### src/hw/rtl/wcip_pkg.sv
// Package for the wide character integer parser.
// Holds character codes, radix codes, the parse phase type, the control
// struct shared between the top level and the step logic, and helper functions.
package wcip_pkg;

  // Default sizes for the top-level parameters
  localparam int VALUE_BITS_DEF    = 32;
  localparam int POSITION_BITS_DEF = 16;

  // Fixed field widths
  localparam int BASE_W  = 6;
  localparam int CHAR_W  = 32;
  localparam int END_W   = 16;

  // Character codes
  localparam logic [CHAR_W-1:0] CH_TAB   = 32'h0000_0009;
  localparam logic [CHAR_W-1:0] CH_CR    = 32'h0000_000D;
  localparam logic [CHAR_W-1:0] CH_SPACE = 32'h0000_0020;
  localparam logic [CHAR_W-1:0] CH_PLUS  = 32'h0000_002B;
  localparam logic [CHAR_W-1:0] CH_MINUS = 32'h0000_002D;
  localparam logic [CHAR_W-1:0] CH_0     = 32'h0000_0030;
  localparam logic [CHAR_W-1:0] CH_9     = 32'h0000_0039;
  localparam logic [CHAR_W-1:0] CH_UA    = 32'h0000_0041;
  localparam logic [CHAR_W-1:0] CH_UX    = 32'h0000_0058;
  localparam logic [CHAR_W-1:0] CH_UZ    = 32'h0000_005A;
  localparam logic [CHAR_W-1:0] CH_LA    = 32'h0000_0061;
  localparam logic [CHAR_W-1:0] CH_LX    = 32'h0000_0078;
  localparam logic [CHAR_W-1:0] CH_LZ    = 32'h0000_007A;

  // Radix codes
  localparam logic [BASE_W-1:0] BASE_AUTO = 6'd0;
  localparam logic [BASE_W-1:0] BASE_OCT  = 6'd8;
  localparam logic [BASE_W-1:0] BASE_DEC  = 6'd10;
  localparam logic [BASE_W-1:0] BASE_HEX  = 6'd16;

  // Letter digits start at ten
  localparam logic [CHAR_W-1:0] LETTER_OFS = 32'd10;

  typedef enum logic [2:0] {
    PH_IDLE,
    PH_LEAD,
    PH_SIGNED,
    PH_ZERO,
    PH_HEXFIRST,
    PH_DIGITS
  } phase_e;

  typedef struct packed {
    phase_e              phase;
    logic [BASE_W-1:0]   base;
    logic                neg;
    logic                any_digit;
    logic                ovf;
  } ctrl_t;

  typedef struct packed {
    logic              ok;
    logic [BASE_W-1:0] val;
  } digit_t;

  // Digit value 0..35 of a character, ok low when it is no digit or letter
  function automatic digit_t digit_of(input logic [CHAR_W-1:0] c);
    digit_t            r;
    logic [CHAR_W-1:0] off;
    r.ok = 1'b1;
    off  = '0;
    if (c inside {[CH_0:CH_9]}) begin
      off = c - CH_0;
    end else if (c inside {[CH_UA:CH_UZ]}) begin
      off = c - CH_UA + LETTER_OFS;
    end else if (c inside {[CH_LA:CH_LZ]}) begin
      off = c - CH_LA + LETTER_OFS;
    end else begin
      r.ok = 1'b0;
    end
    r.val = off[BASE_W-1:0];
    return r;
  endfunction

  // C-locale white space: blank, tab through carriage return
  function automatic logic is_space(input logic [CHAR_W-1:0] c);
    return (c == CH_SPACE) || (c inside {[CH_TAB:CH_CR]});
  endfunction

endpackage

### src/hw/rtl/wcip_step.sv
// Per-character step logic of the integer parser: next parse state and result.
// Purely combinational; depends on wcip_pkg.
module wcip_step #(
  parameter int VALUE_BITS    = wcip_pkg::VALUE_BITS_DEF,
  parameter int POSITION_BITS = wcip_pkg::POSITION_BITS_DEF
) (
  input  logic                           start_i,
  input  logic [wcip_pkg::BASE_W-1:0]    base_i,
  input  logic [wcip_pkg::CHAR_W-1:0]    char_i,
  input  wcip_pkg::ctrl_t                ctrl_i,
  input  logic [VALUE_BITS-1:0]          acc_i,
  input  logic [POSITION_BITS-1:0]       pos_i,
  output wcip_pkg::ctrl_t                ctrl_o,
  output logic [VALUE_BITS-1:0]          acc_o,
  output logic [POSITION_BITS-1:0]       pos_o,
  output logic                           emit_o,
  output logic signed [VALUE_BITS-1:0]   value_o,
  output logic                           overflow_o,
  output logic                           digits_found_o,
  output logic [wcip_pkg::END_W-1:0]     end_index_o
);

  localparam int ProdW = VALUE_BITS + wcip_pkg::BASE_W;
  localparam int MacW  = ProdW + 1;

  wcip_pkg::ctrl_t              c;
  wcip_pkg::digit_t             dg;
  logic [VALUE_BITS-1:0]        acc;
  logic [VALUE_BITS-1:0]        vmax;
  logic [VALUE_BITS-1:0]        vmin;
  logic [wcip_pkg::BASE_W-1:0]  radix;
  logic [ProdW-1:0]             prod;
  logic [MacW-1:0]              mac;
  logic [MacW-1:0]              limit;
  logic                         run;
  logic                         do_first;
  logic                         do_digit;

  assign vmax = {1'b0, {(VALUE_BITS-1){1'b1}}};
  assign vmin = {1'b1, {(VALUE_BITS-1){1'b0}}};
  assign dg   = wcip_pkg::digit_of(char_i);

  always_comb begin
    c        = ctrl_i;
    acc      = acc_i;
    pos_o    = pos_i;
    run      = 1'b1;
    do_first = 1'b0;
    do_digit = 1'b0;
    emit_o   = 1'b0;
    radix    = '0;
    prod     = '0;
    mac      = '0;
    limit    = '0;

    // Start mark restarts the parse at index 0; otherwise, unless idle, advance the position, saturating at its maximum
    if (start_i) begin
      c.phase     = wcip_pkg::PH_LEAD;
      c.base      = base_i;
      c.neg       = 1'b0;
      c.any_digit = 1'b0;
      c.ovf       = 1'b0;
      acc         = '0;
      pos_o       = '0;
    end else if (c.phase == wcip_pkg::PH_IDLE) begin
      run = 1'b0;
    end else if (pos_i != {POSITION_BITS{1'b1}}) begin
      pos_o = pos_i + POSITION_BITS'(1);
    end

    // Phase dispatch
    if (run) begin
      case (c.phase)
        wcip_pkg::PH_LEAD: begin
          if (wcip_pkg::is_space(char_i)) begin
            c.phase = wcip_pkg::PH_LEAD;
          end else if (char_i == wcip_pkg::CH_MINUS) begin
            c.neg   = 1'b1;
            c.phase = wcip_pkg::PH_SIGNED;
          end else if (char_i == wcip_pkg::CH_PLUS) begin
            c.phase = wcip_pkg::PH_SIGNED;
          end else begin
            do_first = 1'b1;
          end
        end
        wcip_pkg::PH_SIGNED: begin
          do_first = 1'b1;
        end
        wcip_pkg::PH_ZERO: begin
          if (char_i == wcip_pkg::CH_LX || char_i == wcip_pkg::CH_UX) begin
            c.base  = wcip_pkg::BASE_HEX;
            c.phase = wcip_pkg::PH_HEXFIRST;
          end else begin
            // the leading zero counts as a digit; accumulator is still zero
            if (c.base == wcip_pkg::BASE_AUTO) c.base = wcip_pkg::BASE_OCT;
            c.any_digit = 1'b1;
            do_digit    = 1'b1;
          end
        end
        wcip_pkg::PH_HEXFIRST, wcip_pkg::PH_DIGITS: begin
          do_digit = 1'b1;
        end
        default: begin
          c.phase = wcip_pkg::PH_IDLE;
        end
      endcase
    end

    // First character after white space and sign: zero may open a prefix
    if (do_first) begin
      if ((c.base == wcip_pkg::BASE_AUTO || c.base == wcip_pkg::BASE_HEX) &&
          char_i == wcip_pkg::CH_0) begin
        c.phase = wcip_pkg::PH_ZERO;
      end else begin
        if (c.base == wcip_pkg::BASE_AUTO) c.base = wcip_pkg::BASE_DEC;
        do_digit = 1'b1;
      end
    end

    // Digit: multiply-add with range check, or end of number
    if (do_digit) begin
      radix = (c.base == wcip_pkg::BASE_AUTO) ? wcip_pkg::BASE_DEC : c.base;
      if (!dg.ok || dg.val >= c.base) begin
        emit_o  = 1'b1;
        c.phase = wcip_pkg::PH_IDLE;
      end else begin
        prod  = ProdW'(acc) * ProdW'(radix);
        mac   = MacW'(prod) + MacW'(dg.val);
        limit = MacW'(c.neg ? vmin : vmax);
        if (!c.ovf && (mac > limit)) begin
          c.ovf = 1'b1;
        end else if (!c.ovf) begin
          acc = mac[VALUE_BITS-1:0];
        end
        c.any_digit = 1'b1;
        c.phase     = wcip_pkg::PH_DIGITS;
      end
    end
  end

  assign ctrl_o = c;
  assign acc_o  = acc;

  // Result fields, saturated on overflow
  assign value_o        = c.ovf ? (c.neg ? vmin : vmax) : (c.neg ? (~acc + VALUE_BITS'(1)) : acc);
  assign overflow_o     = c.ovf;
  assign digits_found_o = c.any_digit;
  assign end_index_o    = c.any_digit ? wcip_pkg::END_W'(pos_o) : '0;

endmodule

### src/hw/rtl/wcip_out_reg.sv
// Result register of the integer parser with valid/stall handshake.
// Depends on wcip_pkg for field widths.
module wcip_out_reg #(
  parameter int VALUE_BITS = wcip_pkg::VALUE_BITS_DEF
) (
  input  logic                          clk_i,
  input  logic                          rst_ni,
  input  logic                          load_i,
  input  logic signed [VALUE_BITS-1:0]  value_i,
  input  logic                          overflow_i,
  input  logic                          digits_found_i,
  input  logic [wcip_pkg::END_W-1:0]    end_index_i,
  input  logic                          stall_i,
  output logic                          free_o,
  output logic                          valid_o,
  output logic signed [VALUE_BITS-1:0]  value_o,
  output logic                          overflow_o,
  output logic                          digits_found_o,
  output logic [wcip_pkg::END_W-1:0]    end_index_o
);

  logic                         valid_q;
  logic signed [VALUE_BITS-1:0] value_q;
  logic                         overflow_q;
  logic                         digits_found_q;
  logic [wcip_pkg::END_W-1:0]   end_index_q;

  // Slot can take a new result when empty or being drained this cycle
  assign free_o = !valid_q || !stall_i;

  always_ff @(posedge clk_i or negedge rst_ni) begin
    if (!rst_ni) begin
      valid_q <= 1'b0;
    end else if (load_i) begin
      valid_q <= 1'b1;
    end else if (!stall_i) begin
      valid_q <= 1'b0;
    end
  end

  always_ff @(posedge clk_i) begin
    if (load_i) begin
      value_q        <= value_i;
      overflow_q     <= overflow_i;
      digits_found_q <= digits_found_i;
      end_index_q    <= end_index_i;
    end
  end

  assign valid_o        = valid_q;
  assign value_o        = value_q;
  assign overflow_o     = overflow_q;
  assign digits_found_o = digits_found_q;
  assign end_index_o    = end_index_q;

endmodule

### src/hw/rtl/wide_char_integer_parser.sv
// Wide character integer parser: top level with input register, parse state
// and result register. Depends on wcip_pkg, wcip_step and wcip_out_reg.
//
// Parses one wide character per transaction, strtol style, and returns one
// result transaction on the character that ends the number. Throughput is one
// character per cycle while the input is not stalled. The terminating character
// passes through the input register and the step logic into the result
// register, which raises out_valid_o once loaded. The per-cycle limit is the
// accumulator update, a multiply by the radix, digit add and signed-limit compare.
// The input stalls only while the result register is full and stalled.
module wide_char_integer_parser #(
  parameter int VALUE_BITS    = wcip_pkg::VALUE_BITS_DEF,
  parameter int POSITION_BITS = wcip_pkg::POSITION_BITS_DEF
) (
  input  logic                          clk_i,
  input  logic                          rst_ni,
  input  logic                          in_valid_i,
  output logic                          in_stall_o,
  input  logic                          start_req_i,
  input  logic [wcip_pkg::BASE_W-1:0]   base_i,
  input  logic [wcip_pkg::CHAR_W-1:0]   char_code_i,
  output logic                          out_valid_o,
  input  logic                          out_stall_i,
  output logic signed [VALUE_BITS-1:0]  value_o,
  output logic                          overflow_o,
  output logic                          digits_found_o,
  output logic [wcip_pkg::END_W-1:0]    end_index_o
);

  // Input register
  logic                         s1_valid_q;
  logic                         s1_start_q;
  logic [wcip_pkg::BASE_W-1:0]  s1_base_q;
  logic [wcip_pkg::CHAR_W-1:0]  s1_char_q;

  // Parse state
  wcip_pkg::ctrl_t              ctrl_q, ctrl_d;
  logic [VALUE_BITS-1:0]        acc_q, acc_d;
  logic [POSITION_BITS-1:0]     pos_q, pos_d;

  logic                         out_free;
  logic                         advance;
  logic                         emit;
  logic signed [VALUE_BITS-1:0] res_value;
  logic                         res_overflow;
  logic                         res_digits;
  logic [wcip_pkg::END_W-1:0]   res_end_index;

  assign advance    = s1_valid_q && out_free;
  assign in_stall_o = s1_valid_q && !out_free;

  // Input register stage
  always_ff @(posedge clk_i or negedge rst_ni) begin
    if (!rst_ni) begin
      s1_valid_q <= 1'b0;
    end else if (!in_stall_o) begin
      s1_valid_q <= in_valid_i;
    end
  end

  always_ff @(posedge clk_i) begin
    if (in_valid_i && !in_stall_o) begin
      s1_start_q <= start_req_i;
      s1_base_q  <= base_i;
      s1_char_q  <= char_code_i;
    end
  end

  wcip_step #(
    .VALUE_BITS    (VALUE_BITS),
    .POSITION_BITS (POSITION_BITS)
  ) u_step (
    .start_i        (s1_start_q),
    .base_i         (s1_base_q),
    .char_i         (s1_char_q),
    .ctrl_i         (ctrl_q),
    .acc_i          (acc_q),
    .pos_i          (pos_q),
    .ctrl_o         (ctrl_d),
    .acc_o          (acc_d),
    .pos_o          (pos_d),
    .emit_o         (emit),
    .value_o        (res_value),
    .overflow_o     (res_overflow),
    .digits_found_o (res_digits),
    .end_index_o    (res_end_index)
  );

  // Parse state update, one character per advance
  always_ff @(posedge clk_i or negedge rst_ni) begin
    if (!rst_ni) begin
      ctrl_q <= '{phase: wcip_pkg::PH_IDLE, base: '0, neg: 1'b0, any_digit: 1'b0, ovf: 1'b0};
      acc_q  <= '0;
      pos_q  <= '0;
    end else if (advance) begin
      ctrl_q <= ctrl_d;
      acc_q  <= acc_d;
      pos_q  <= pos_d;
    end
  end

  wcip_out_reg #(
    .VALUE_BITS (VALUE_BITS)
  ) u_out_reg (
    .clk_i          (clk_i),
    .rst_ni         (rst_ni),
    .load_i         (advance && emit),
    .value_i        (res_value),
    .overflow_i     (res_overflow),
    .digits_found_i (res_digits),
    .end_index_i    (res_end_index),
    .stall_i        (out_stall_i),
    .free_o         (out_free),
    .valid_o        (out_valid_o),
    .value_o        (value_o),
    .overflow_o     (overflow_o),
    .digits_found_o (digits_found_o),
    .end_index_o    (end_index_o)
  );

endmodule

### config.mk
export PLATFORM = sky130hd
export DESIGN_NAME = wide_char_integer_parser
export DESIGN_NICKNAME = d
export VERILOG_FILES = /design/src/hw/rtl/wcip_pkg.sv /design/src/hw/rtl/wcip_step.sv /design/src/hw/rtl/wcip_out_reg.sv /design/src/hw/rtl/wide_char_integer_parser.sv
export SDC_FILE = /design/constraint.sdc
export NUM_CORES = 1
export LEC_CHECK = 0
export ABC_AREA = 1
export ABC_CLOCK_PERIOD_IN_PS = 7570
export BUFFER_PORTS_ARGS = -buffer_cell sky130_fd_sc_hd__buf_2
export CAP_MARGIN = 5
export CORE_MARGIN = 1
export CORE_UTILIZATION = 35
export CTS_BUF_LIST = sky130_fd_sc_hd__clkbuf_16
export CTS_CLUSTER_SIZE = 25
export DETAILED_ROUTE_END_ITERATION = 10
export PLACE_DENSITY = 0.57
export SETUP_SLACK_MARGIN = 0.1
export SLEW_MARGIN = 20
export SYNTH_ARGS = -nofsm -noshare
export SYNTH_HDL_FRONTEND = slang
export SYNTH_SLANG_ARGS = --single-unit
### constraint.sdc
create_clock -name clk_i -period 7.57 [get_ports clk_i]
set_input_delay 0 -clock clk_i [delete_from_list [all_inputs] [get_ports clk_i]]
set_output_delay 0 -clock clk_i [all_outputs]
set_load 0.005 [all_outputs]
==> run summary, run 1 <==
Drt pass-1 iters: 8
Final Hold Vio Count: 0
Layout cells sized above 1: 0.359
PortBufs: 94
Async set-reset flop share out of synthesis: 0.411
Syn_area_per_cell: 7.34 µm²
Initial Utilization: 0.355
Mapped Area: 0.0166 mm²
Vias per cell: 4.91
Type of the most critical hold path: in2reg
Final WS setup: -0.821 ns
Worst Max-Slew Pin Slew: 0.921 ns
Fillers: 4,333
Via count: 17,100
Reg2Reg Depth: 54
Boundary Pins: 95
Root Driver: clkbuf_16
Overflow after GRT: 0
Clk buf depth: 2
ANT cells: 0
Post-Synthesis Net Count: 2,562
Worst-path fanout max: 6
GPL Wtd Cong: 0.943
TritonCTS clock tree: built
Post-synth EDFFs: 89
Area of the multi-input gates: 0.0129 mm²
Fin crit period: 8.39 ns
PwrDens: 117 mW/mm²
Final net count: 3,160
Initial antenna violation count: 0
Row cnt: 79
Max Slew Vio Count: 0
Worst path slowest cell: fa_1
Clk_skew: 0.0172 ns
Endpoints failing setup: 55
P_leak: 13.0 nW
Initial DRC count: 1,196
H-tree levels: 4
Final period util: 1.11
Status: complete, but fails checks
Leading register cell type out of synthesis: edfxtp_1
Final WL: 56,600 µm
Largest net degree at the start of global routing: 116
Crit-path max cell delay: 0.60 ns
Unrepaired setup endpoints after global routing: true
Critical Path AT: 8.59 ns
Placement-stage cell area: 0.0208 mm²
Total GRT Usage: 0.238
Vias in the first global route: 17,400
Die area: 0.0482 mm²
Clock Pin Slew Worst Setup and Hold Paths: 0.06 ns
Most frequent CP cell: nand2_1
Post-DP HPWL: 43,600 µm
# DRC: 16
Max-Cap Viols: 0
CP Data Required Time: 7.77 ns
Violated checks: DRC, setup timing
Die W: 220 µm
# clock sinks: 151
Floorplan core area: 0.0467 mm²
Worst VDD drop: 0.000109 V
Area Overhead vs Synth: 48.5%
Hold path cells: 2
WL per Instance: 16.3 µm
Yosys Warn Count: 0
Crit. End Element: flop
Post-route antenna net violation count: 0
Design area: 0.0246 mm²
Worst-Skew Late Latency: 0.45 ns
Total CTS buffers: 17
Number of synthesized register bits: 151
Die height: 220 µm
CP Class: reg2reg
Part of the Yosys area used for sequential elements: 0.255
Pre-CTS setup slack: -1.49 ns
CP startpoint kind: flop
Sequential cell area: 0.00422 mm²
First-pass GRT wire length: 90,500 µm
Synthesized instance count: 2,259
Netlist cell types: 57
Fmax: 0.119 GHz
Slew margin rel.: 0.386
-- Yosys cell counts (all sizes together) (2+ instances only) --
cell / count / area share
dfrtp: 62 / 0.094
inv: 303 / 0.069
o211ai: 8 / 0.0036
a21boi: 2 / 0.00091
a31oi: 2 / 0.00075
ha: 136 / 0.10
edfxtp: 89 / 0.16
a21oi: 83 / 0.026
fa: 124 / 0.15
xor2: 22 / 0.012
o21ai: 126 / 0.039
and2: 2 / 0.00075
nand3: 103 / 0.035
o221ai: 3 / 0.0016
o21bai: 10 / 0.0052
nor2: 352 / 0.084
or2: 7 / 0.0026
buf: 20 / 0.0066
o31ai: 3 / 0.0014
nand3b: 14 / 0.0063
a21o: 4 / 0.0018
xnor2: 19 / 0.010
nand4: 24 / 0.0091
nor3: 15 / 0.0051
a22oi: 3 / 0.0014
nand2: 672 / 0.16
o21a: 2 / 0.00091
nor4: 3 / 0.0011
clkbuf: 39 / 0.0088
-- registers in the layout (all words and copies together), names as in the netlist --
signal,flops
u_out_reg.end_index_o,16
pos_q,16
s1_base_q,6
u_out_reg.valid_o,1
ctrl_q,12
u_out_reg.overflow_o,1
u_out_reg.value_o,32
acc_q,32
u_out_reg.digits_found_o,1
s1_char_q,32
s1_start_q,1
s1_valid_q,1
-- per-layer routing --
layer | routed length (µm) | share of wire | track usage
met3 | 2530 | 0.045 | 0.0277
met5 | 0 | 0 | 0
met1 | 25900 | 0.46 | 0.326
met2 | 26600 | 0.47 | 0.392
met4 | 1550 | 0.027 | 0.0720
-- where the power goes --
group	internal [mW]	switching, mW
registers	1.04	0.0603
logic	0.380	0.587
clock network	0.453	0.366
total	1.88	1.01
-- layout make-up --
cell class | count | share of cell area
Multi-Input combinational cell | 1747 | 0.523
Timing Repair Buffer | 637 | 0.205
Sequential cell | 151 | 0.172
Inverter | 303 | 0.0470
Tap cell | 607 | 0.0309
Clock buffer | 17 | 0.0173
Clock inverter | 15 | 0.00529
-- cell usage in the layout, fill, tap and decap left out, types with 73 or more instances in the layout --
master and instances:
fa_1 122, nor2_1 265, inv_1 272, edfxtp_1 89, nand2_1 536, nand2_2 83
ha_1 99, nand3_1 74, buf_2 94, o21ai_0 73, buf_4 452
-- per-stage QoR --
step / instances / utilization / setup TNS (ns) / hold slack, ns / power [mW]
2_1_floorplan: 2259 / - / 0 / -0.296 / 1.55
6_report: 3477 / 0.528 / -25.56 / 0.254 / 2.89
3_5_place_dp: 3300 / 0.446 / -66.06 / 0.178 / 1.93
5_1_grt: 3477 / 0.528 / -51.60 / 0.247 / 3.04
4_1_cts: 3438 / 0.495 / -29.00 / 0.236 / 2.83
3_3_place_gp: 3300 / 0.446 / -58.34 / 0.177 / 1.92
-- critical path, delay by kind of cell, from the launching register on --
family / cells / cell delay (ns)
fa+ha+maj: 7 / 2.47
flops: 1 / 0.44
compound gates: 4 / 0.66
simple gates: 32 / 3.24
buf+inv: 11 / 1.27
-- final timing paths --
kind                                         end  slack [ns]            start
setup / recovery           u_out_reg.value_o[17]       -0.82     s1_char_q[4]
hold / removal                     s1_char_q[13]        0.25  char_code_i[13]
setup reg to reg           u_out_reg.value_o[17]       -0.82     s1_char_q[4]
hold reg to reg                        acc_q[31]        0.49        acc_q[31]
max in group asynchronous              acc_q[25]        6.68           rst_ni
min in group asynchronous               pos_q[5]        0.27           rst_ni
-- kinds of logic (layout without fill, tap and decap cells) --
group | after synthesis | after routing | synth area share
buffers and inverters | 362 | 972 | 0.0842
AO/OA/AOI/OAI | 251 | 251 | 0.0851
flip-flops | 151 | 151 | 0.255
AND/OR/NAND/NOR | 1193 | 1194 | 0.301
multiplexers | 1 | 1 | 0.000604
adder cells (fa/ha/maj) | 260 | 260 | 0.252
XOR/XNOR | 41 | 41 | 0.0217
-- repair_timing --
item,in CTS,in global routing
hold buffers,42,0
pin swaps,97,146
resized for setup,211,273
hold endpoints to repair,103,0
cloned,3,3
setup endpoints to repair,66,66
buffers inserted,62,39
Power figures use the tool's default switching activity.
==> run 2: changes to the inputs <==
Settings changed: PLACE_DENSITY 0.57 to unset.
==> run 2 against run 1 <==
  * Worst setup slack got worse by 0.068 ns
  * Fmax shrank 0.81%
  * Highest routed layer is now met5
  * Final area is 1.4% lower
  * Combinational power decreased by 11%
  * Clock power increased by 5.1%
  * Flip-flop and latch count unchanged
  * The run still ends with DRC, setup timing left
  * Utilization is 0.73 points lower
  * Non-clock buffer count fell by 49
  * Die area is the same
  * Sequential power about the same
  * Routed wire length barely moved
==> run summary, run 2 (synthesis gave the netlist of run 1 again) <==
Status: complete, but fails checks
Violated checks: DRC, setup timing
PortBufs: 94 (unchanged)
Clk buf depth: 2 (unchanged)
Initial DRC count: 1,402 (+17%)
CP Data Required Time: 7.77 ns (about the same)
Drt pass-1 iters: 8 (unchanged)
Floorplan core area: 0.0467 mm² (unchanged)
Row cnt: 79 (unchanged)
Critical Path AT: 8.66 ns (+0.07 ns)
Endpoints failing setup: 62 (+13%)
# clock sinks: 151 (unchanged)
Slew margin rel.: 0.400 (+0.0141)
Layout cells sized above 1: 0.349 (-0.0107)
Max Slew Vio Count: 0 (unchanged)
# DRC: 14 (-2)
GPL Wtd Cong: 0.961 (+1.9%)
ANT cells: 0 (unchanged)
Vias per cell: 5.00 (+1.8%)
Boundary Pins: 95 (unchanged)
WL per Instance: 16.5 µm (+1.4%)
Final Hold Vio Count: 0 (unchanged)
Design area: 0.0243 mm² (-1.4%)
Via count: 17,100 (+0.37%)
First-pass GRT wire length: 89,400 µm (-1.2%)
Total GRT Usage: 0.235 (-0.00284)
Largest net degree at the start of global routing: 117 (+0.86%)
Clock Pin Slew Worst Setup and Hold Paths: 0.07 ns (about the same)
Worst-Skew Late Latency: 0.45 ns (about the same)
Final net count: 3,113 (-1.5%)
Fin crit period: 8.46 ns (+0.0683 ns)
Final period util: 1.12 (+0.00902)
R2r setup slk: -0.89 ns (-0.07 ns)
Area Overhead vs Synth: 46.5%
PwrDens: 116 mW/mm² (-0.88%)
Final WL: 56,600 µm (about the same)
Post-route antenna net violation count: 0 (unchanged)
Clk_skew: 0.0130 ns (-0.00420 ns)
Vias in the first global route: 17,400 (+0.10%)
Total CTS buffers: 17 (unchanged)
CP Class: reg2reg
P_leak: 12.9 nW (-1.2%)
Final WS setup: -0.889 ns (-0.0683 ns)
Worst Max-Slew Pin Slew: 0.901 ns (-0.0201 ns)
Worst path slowest cell: fa_1
Most frequent cells in the layout: 529 x nand2_1, 390 x buf_4, 276 x inv_1
Crit path buffers/inverters: 11 (unchanged)
Initial antenna violation count: 1 (+1)
CP top delay family: simple AND/OR/NAND/NOR gates
Type of the most critical hold path: in2async
Crit-path max cell delay: 0.55 ns (-0.05 ns)
Worst VDD drop: 0.000137 V (+26%)
Fmax: 0.118 GHz (-0.81%)
Post-DP HPWL: 42,800 µm (-1.8%)
Unrepaired setup endpoints after global routing: true
Worst-path fanout max: 9 (+3)
Die height: 220 µm (unchanged)
Overflow after GRT: 0 (unchanged)
Initial Utilization: 0.355 (unchanged)
H-tree levels: 4 (unchanged)
Root Driver: clkbuf_16
Die W: 220 µm (unchanged)
Max-Cap Viols: 0 (unchanged)
CP startpoint kind: flop
Die area: 0.0482 mm² (unchanged)
TritonCTS clock tree: built
Crit. End Element: flop
Most common cell after layout, fill and taps aside: nand2_1
Worst hold slack: 0.253 ns (-0.00104 ns)
Placement-stage cell area: 0.0206 mm² (-1.1%)
-- run 2: cell types whose count changed in the layout (fill, tap and decap cells not counted), sizes merged --
cell / change
nand2: +1
clkinvlp: -1
clkbuf: -2
buf: -45
inv: +1
clkinv: +1
bufbuf: -2
-- run 2: tightest hold or removal path: cells and delay by family --
kind / cells / cell delay (ns)
buffers and inverters: 3 / 1.25
-- run 2: timing repair --
action                     4_1_cts  5_1_grt
hold endpoints to repair       103        0
cloned                           5        0
setup buffers                   45       37
pin swaps                      110      151
hold buffers                    42        0
setup endpoints to repair       66       66
gates resized for setup        265      241
-- run 2: report_power, final --
part           internal [mW]  switching [mW]
sequential              1.04          0.0595
combinational          0.306           0.556
clock                  0.467           0.393
total                   1.82            1.01
-- run 2: path summary, 6_finish.rpt --
check                                start                     to  depth (start not counted)
min in group clk_i         char_code_i[11]          s1_char_q[11]                          2
setup reg to reg              s1_char_q[4]  u_out_reg.value_o[27]                         54
setup / recovery              s1_char_q[4]  u_out_reg.value_o[27]                         54
hold / removal                      rst_ni              acc_q[24]                          3
hold reg to reg                   acc_q[2]               acc_q[2]                          2
max in group asynchronous           rst_ni              pos_q[13]                          3
-- run 2: layout make-up --
cell class              instances  area, µm²
well taps                     607        759
fillers                      4250      22400
repair buffers                588       4630
clock inverters                15        159
flip-flops and latches        151       4220
clock buffers                  17        425
inverters                     303       1150
multi-input cells            1748      12900
repair inverters                1       7.51
-- run 2: metal layers --
metal | up-vias | share of wire | track usage | wire length, µm
met3 | 139 | 0.057 | 0.0375 | 3210
met5 | - | 0.00016 | 0 | 9
met2 | 554 | 0.48 | 0.392 | 27100
met4 | 2 | 0.037 | 0.0871 | 2090
li1 | 8269 | - | - | -
met1 | 8181 | 0.43 | 0.306 | 24200
-- run 2: per-stage QoR --
step                      total power [mW]  setup slack (ns)  std cells   util  TNS, ns
after global routing                  2.97             -1.26       3430  0.520   -52.10
after global placement                1.90             -1.27       3271  0.441   -45.60
after detailed placement              1.92             -1.30       3271  0.441   -48.90
after floorplan                       1.55            0.0197       2259      -        0
final                                 2.82            -0.889       3430  0.520   -30.40
after CTS                             2.81            -0.721       3395  0.493   -22.46
